===== config.mk =====
export PLATFORM = sky130hd
export DESIGN_NAME = tte_ctrl
export DESIGN_NICKNAME = d
export VERILOG_FILES = /design/src/rtl/core/tte_pkg.sv /design/src/rtl/core/tte_ctrl.sv
export SDC_FILE = /design/constraint.sdc
export NUM_CORES = 1
export LEC_CHECK = 0
export BUFFER_PORTS_ARGS = -buffer_cell sky130_fd_sc_hd__buf_2
export CORE_AREA = 2 2 39 41
export CTS_CLUSTER_SIZE = 16
export DETAILED_ROUTE_END_ITERATION = 10
export DIE_AREA = 0 0 41 43
export PLACE_DENSITY = 0.71
export SLEW_MARGIN = 5
export SYNTH_ARGS = -nofsm -noshare
export SYNTH_HDL_FRONTEND = slang
export SYNTH_SLANG_ARGS = --single-unit

===== constraint.sdc =====
create_clock -name clk -period 2.1 [get_ports clk]
set_clock_uncertainty 0.05 [all_clocks]
set_input_delay 0.315 -clock clk [delete_from_list [all_inputs] [get_ports clk]]
set_output_delay 0.315 -clock clk [all_outputs]
set_load 0.02 [all_outputs]

===== src/rtl/core/tte_pkg.sv =====
// Package of the transposition table engine: sizes, codes, entry layout and
// the command and status bundles between controller and datapath. No dependencies.
`timescale 1ns / 1ps

package tte_pkg;

	localparam int SLOT_W     = 12;
	localparam int ENTRIES    = 1 << SLOT_W;
	localparam int PROBES     = 16;
	localparam int SCORE_BITS = 16;
	localparam int MEM_DEPTH  = 2 * ENTRIES;
	localparam int ADDR_W     = SLOT_W + 1;
	localparam int CNT_W      = $clog2(PROBES + 1);
	localparam int OUT_SLOT_W = 12;

	typedef enum logic [2:0] {
		ST_FRESH  = 3'd0,
		ST_INFER  = 3'd1,
		ST_STALE  = 3'd2,
		ST_STOMP  = 3'd3,
		ST_FAILED = 3'd4,
		ST_HIT    = 3'd5,
		ST_MISS   = 3'd6,
		ST_AGED   = 3'd7
	} status_t;

	typedef enum logic [1:0] {
		REQ_STORE  = 2'd0,
		REQ_LOOKUP = 2'd1,
		REQ_AGE    = 2'd2,
		REQ_NONE   = 2'd3
	} req_t;

	typedef enum logic [1:0] {
		PASS_ONE   = 2'd0,
		PASS_TWO   = 2'd1,
		PASS_THREE = 2'd2
	} pass_t;

	typedef struct packed {
		logic [31:0]                   key;
		logic [5:0]                    depth;
		logic [5:0]                    future;
		logic [7:0]                    from_sq;
		logic [7:0]                    to_sq;
		logic signed [SCORE_BITS-1:0]  score;
		logic signed [SCORE_BITS-1:0]  low;
		logic signed [SCORE_BITS-1:0]  high;
	} ent_t;

	localparam int ENT_W = $bits(ent_t);

	typedef struct packed {
		logic load;
		logic sweep;
		logic sweep_clear;
		logic probe_start;
		logic probe;
		logic write;
		logic quick;
		logic aged;
		logic publish;
	} cmd_t;

	typedef struct packed {
		req_t req;
		logic key_zero;
		logic sweep_last;
		logic decide;
		logic need_write;
		logic out_busy;
	} sts_t;

	function automatic logic [OUT_SLOT_W-1:0] slot_out(input logic [SLOT_W-1:0] slot);
		logic [SLOT_W+OUT_SLOT_W-1:0] wide;
		wide = (SLOT_W + OUT_SLOT_W)'(slot);
		return wide[OUT_SLOT_W-1:0];
	endfunction

endpackage


===== src/rtl/core/tte_ctrl.sv =====
// Controller of the transposition table engine: clearing pass, aging sweep,
// probe sequencing and result hand-off. Depends on tte_pkg.
`timescale 1ns / 1ps

module tte_ctrl import tte_pkg::*; (
	input  logic clk,
	input  logic arst_n,
	input  logic in_valid,
	output logic in_stall,
	input  sts_t sts,
	output cmd_t cmd
);

	typedef enum logic [6:0] {
		S_CLEAR    = 7'b0000001,
		S_IDLE     = 7'b0000010,
		S_DISPATCH = 7'b0000100,
		S_AGE      = 7'b0001000,
		S_PROBE    = 7'b0010000,
		S_WRITE    = 7'b0100000,
		S_RESULT   = 7'b1000000
	} state_t;

	state_t state_q, state_d;

	always_ff @(posedge clk or negedge arst_n) begin
		if (!arst_n) begin
			state_q <= S_CLEAR;
		end else begin
			state_q <= state_d;
		end
	end

	assign in_stall = (state_q != S_IDLE);

	always_comb begin
		state_d = state_q;
		cmd     = '0;
		case (state_q)
			S_CLEAR: begin
				cmd.sweep       = 1'b1;
				cmd.sweep_clear = 1'b1;
				if (sts.sweep_last) begin
					state_d = S_IDLE;
				end
			end
			S_IDLE: begin
				if (in_valid) begin
					cmd.load = 1'b1;
					state_d  = S_DISPATCH;
				end
			end
			S_DISPATCH: begin
				case (sts.req)
					REQ_AGE: begin
						state_d = S_AGE;
					end
					REQ_STORE, REQ_LOOKUP: begin
						if (sts.key_zero) begin
							cmd.quick = 1'b1;
							state_d   = S_RESULT;
						end else begin
							cmd.probe_start = 1'b1;
							state_d         = S_PROBE;
						end
					end
					default: begin
						cmd.quick = 1'b1;
						state_d   = S_RESULT;
					end
				endcase
			end
			S_AGE: begin
				cmd.sweep = 1'b1;
				if (sts.sweep_last) begin
					cmd.aged = 1'b1;
					state_d  = S_RESULT;
				end
			end
			S_PROBE: begin
				cmd.probe = 1'b1;
				if (sts.decide) begin
					state_d = sts.need_write ? S_WRITE : S_RESULT;
				end
			end
			S_WRITE: begin
				cmd.write = 1'b1;
				state_d   = S_RESULT;
			end
			S_RESULT: begin
				if (!sts.out_busy) begin
					cmd.publish = 1'b1;
					state_d     = S_IDLE;
				end
			end
			default: begin
				state_d = S_CLEAR;
			end
		endcase
	end

endmodule


==> summary.md <==
| Metric | Value |
|---|---|
| Core ar. | 1384 µm² |
| Failing checks | setup timing |
| Post-route worst setup slack | -0.01066 ns |
| R2R setup slack | 0.24 ns |
| Slowest CP cell | or4_4 |
| EDFF count, synth | 0 |
| Synth area leader | dfrtp_1 |
| Run status | finished, violations left |
| Max FFs per register | 7 |
| Share of flip-flops with an asynchronous set or reset | 100.0% |
| Top Ports | 20 |
| Worst setup endpoint | cmd[7] |
| Share of the synthesized area in the top cell type | 26.09% |
| Logic pwr share | 54.3% |
| Most frequent cells in the layout | buf_2 (17), nor2_1 (10), buf_4 (7) |
| Worst Setup SP | state_q[2] |
| Worst vdd ir | 417.9 µV |
| Seq pwr share | 29.6% |
| Diode count | 0 |
| RSZ-0062 raised after global routing | true |
| Power per standard cell area | 922.4 nW/µm² |
| Post-DP HPWL | 1174 µm |
| Fin. max-slew vios | 0 |
| Crit Path Max Fanout | 3 |
| Routed Antenna Nets | 0 |
| Fraction of layout cells with a size suffix above 1 | 39.81% |
| Worst path depth | 4 |
| Routed via count | 641 |
| Reg-to-reg endpoint | state_q[1] |
| Initial antenna violation count | 0 |
| Port bufs | 19 |
| Max Clock Freq | 0.4738 GHz |
| Total gr overflow | 0 |
| Startpoint Class | flop |
| Vias per cell | 5.387 |
| Detailed Route WL | 1543 µm |
| Worst skew pair latency | 0.25 ns |
| Slew headroom | 77.12% |
| Avg Inst Size Synth | 7.475 µm² |
| Required time worst endpoint | 1.74 ns |
| Worst-path cell chain | or3_4, or4_4, inv_2, buf_6 |
| Largest registers | state_q x7 |
| Syn Inst Count | 77 |
| Yosys cell types | 32 |
| Final Util | 57.41% |
| Clock power share | 16.1% |
| Seq/Total Area, Yosys | 30.65% |
| NetSw | 314.8 µW |
| RR Startpoint | state_q[2] |
| GRT Total Usage | 20.02% |
| Synth Register Bits | 7 |
| Largest net degree at the start of global routing | 13 |
| Final-report hold violation count | 0 |
| Power Internal | 418.1 µW |
| DIE AREA | 1763 µm² |
| WL/cell | 12.97 µm |
| Slowest cell delay on critical path | 0.50 ns |
| Hold WC Path Type | in -> reg |
| Most common cell after layout, fill and taps aside | buf_2 |
| Fillers | 133 |
| Top delay family on crit path | simple AND/OR/NAND/NOR gates |
| Starting Density | 41.59% |
| CTS buffer count | 3 |
| R2r worst-path depth | 4 |
| Final #Nets | 114 |
| Area delta synth->final | 38.04% |
| Mapped Area | 575.6 µm² |
| WS Path Type | reg -> out |
| Max Cap Viol | 0 |
| Worst-margin pin slew | 0.3405 ns |
| Syn_nets | 87 |
| Fin crit period | 2.111 ns |
| Switching Fraction | 42.95% |
| Fin crit share | 100.5% |
| Final setup vio count | 1 |
| Ys Warns | 0 |
| Pre-CTS WS | 0.2122 ns |
| DRC Markers | 0 |
| Die outline height | 43 µm |
| Worst-path clk slew | 0.05 ns |
| CTS tree | built |
| Sum Neg Setup Slack | -0.01066 ns |
| Clock Sinks | 7 |
| Lkg Pwr | 0.0004038 µW |
| DR iter-0 viols | 18 |
| First drt pass iteration count | 4 |
| Site row count | 14 |
| Synth area leaders | dfrtp_1 (26%), nor2_1 (7.2%), nor2b_1 (5.4%), dfstp_2 (4.6%), nor3_1 (4.3%) |
| Vias in the first global route | 557 |
| Buffers & Inverters on Critical Path | 2 |
| CTS max path bufs | 2 |
| Final GP Congestion | 0.8254 |
| Post-synth top flop | dfrtp_1 |
| # H-tree levels | 1 |
| Critical Path End Type | output port |
| Crit path arrival time | 1.75 ns |
| Top reg by flops | state_q |
| First-pass GRT wire length | 2346 µm |
| Width of the die | 41 µm |
| Root buffer cell | clkbuf_4 |
[stage by stage]
stage               std cells  hold slack (ns)  cell area (µm²)  power [µW]
floorplan                  77         -0.03059            575.6       462.4
global placement          112           0.1038            705.7       556.8
detailed placement        112           0.1031            705.7       559.5
CTS                       119           0.2060            764.5       714.0
global route              119           0.2178            794.5       792.4
finish                    119           0.2179            794.5       732.8
[routing by layer]
metal / track usage, % / vias up / share of wire, %
met5: 0 / - / 0
met4: 10.00 / 0 / 1.2
met3: 3.141 / 2 / 7.1
met2: 30.31 / 27 / 49
met1: 26.42 / 286 / 43
li1: - / 326 / -
[worst min-delay path by stage]
stage / depth (start not counted) / slack (ns) / start / end
6_report: 2 / 0.22 / in_valid / state_q[1]
2_1_floorplan: 0 / -0.03 / arst_n / state_q[1]
3_5_place_dp: 1 / 0.10 / arst_n / state_q[6]
4_1_cts: 2 / 0.21 / in_valid / state_q[1]
3_3_place_gp: 1 / 0.10 / arst_n / state_q[6]
5_1_grt: 2 / 0.22 / in_valid / state_q[1]
[layout make-up]
class,instances,area (µm²),area share (%)
inverters,6,22.52,2.835
clock buffers,4,26.28,3.307
repair buffers,26,158.9,20.00
multi-input cells,60,389.1,48.98
well taps,16,20.02,2.520
flip-flops and latches,7,177.7,22.36
[Yosys cell counts (2+ instances only)]
| cell type | count |
|---|---|
| a21oi_1 | 3 |
| clkbuf_1 | 4 |
| dfrtp_1 | 6 |
| inv_1 | 6 |
| nand2_1 | 4 |
| nand3_1 | 4 |
| nor2_1 | 11 |
| nor2b_1 | 5 |
| nor3_1 | 5 |
| nor3b_1 | 2 |
| nor4_1 | 2 |
| o21ai_0 | 5 |
[kinds of logic after synthesis]
kind of cell,after synthesis,synth area share [%]
xor gates and xnor gates,1,1.522
buffers and inverters,10,6.521
AOI/OAI and AO/OA,14,16.09
muxes,1,1.739
and+or+nand+nor,44,43.48
DFF,7,30.65
[power by group through the flow]
stage / sequential (µW) / combinational, µW / clock, µW
after floorplan: 185 / 278 / 0
after global placement: 209 / 348 / 0
after detailed placement: 209 / 350 / 0
after CTS: 207 / 381 / 125
after global routing: 223 / 433 / 137
final: 217 / 398 / 118
[worst reg2reg max path: stages, from the launching register on]
cell	delay, ns
dfrtp_1	0.41
or3_4	0.41
or4_4	0.50
o22ai_2	0.24
o22ai_1	0.12
[repair_timing]
action / CTS / global route
cloned: 0 / 0
setup buffers: 2 / 0
gates resized for setup: 4 / 7
setup endpoints to repair: 3 / 6
pin swaps: 0 / 1
hold buffers: 1 / 0
hold endpoints to repair: 6 / 0
(Power assumes the default switching activity.)
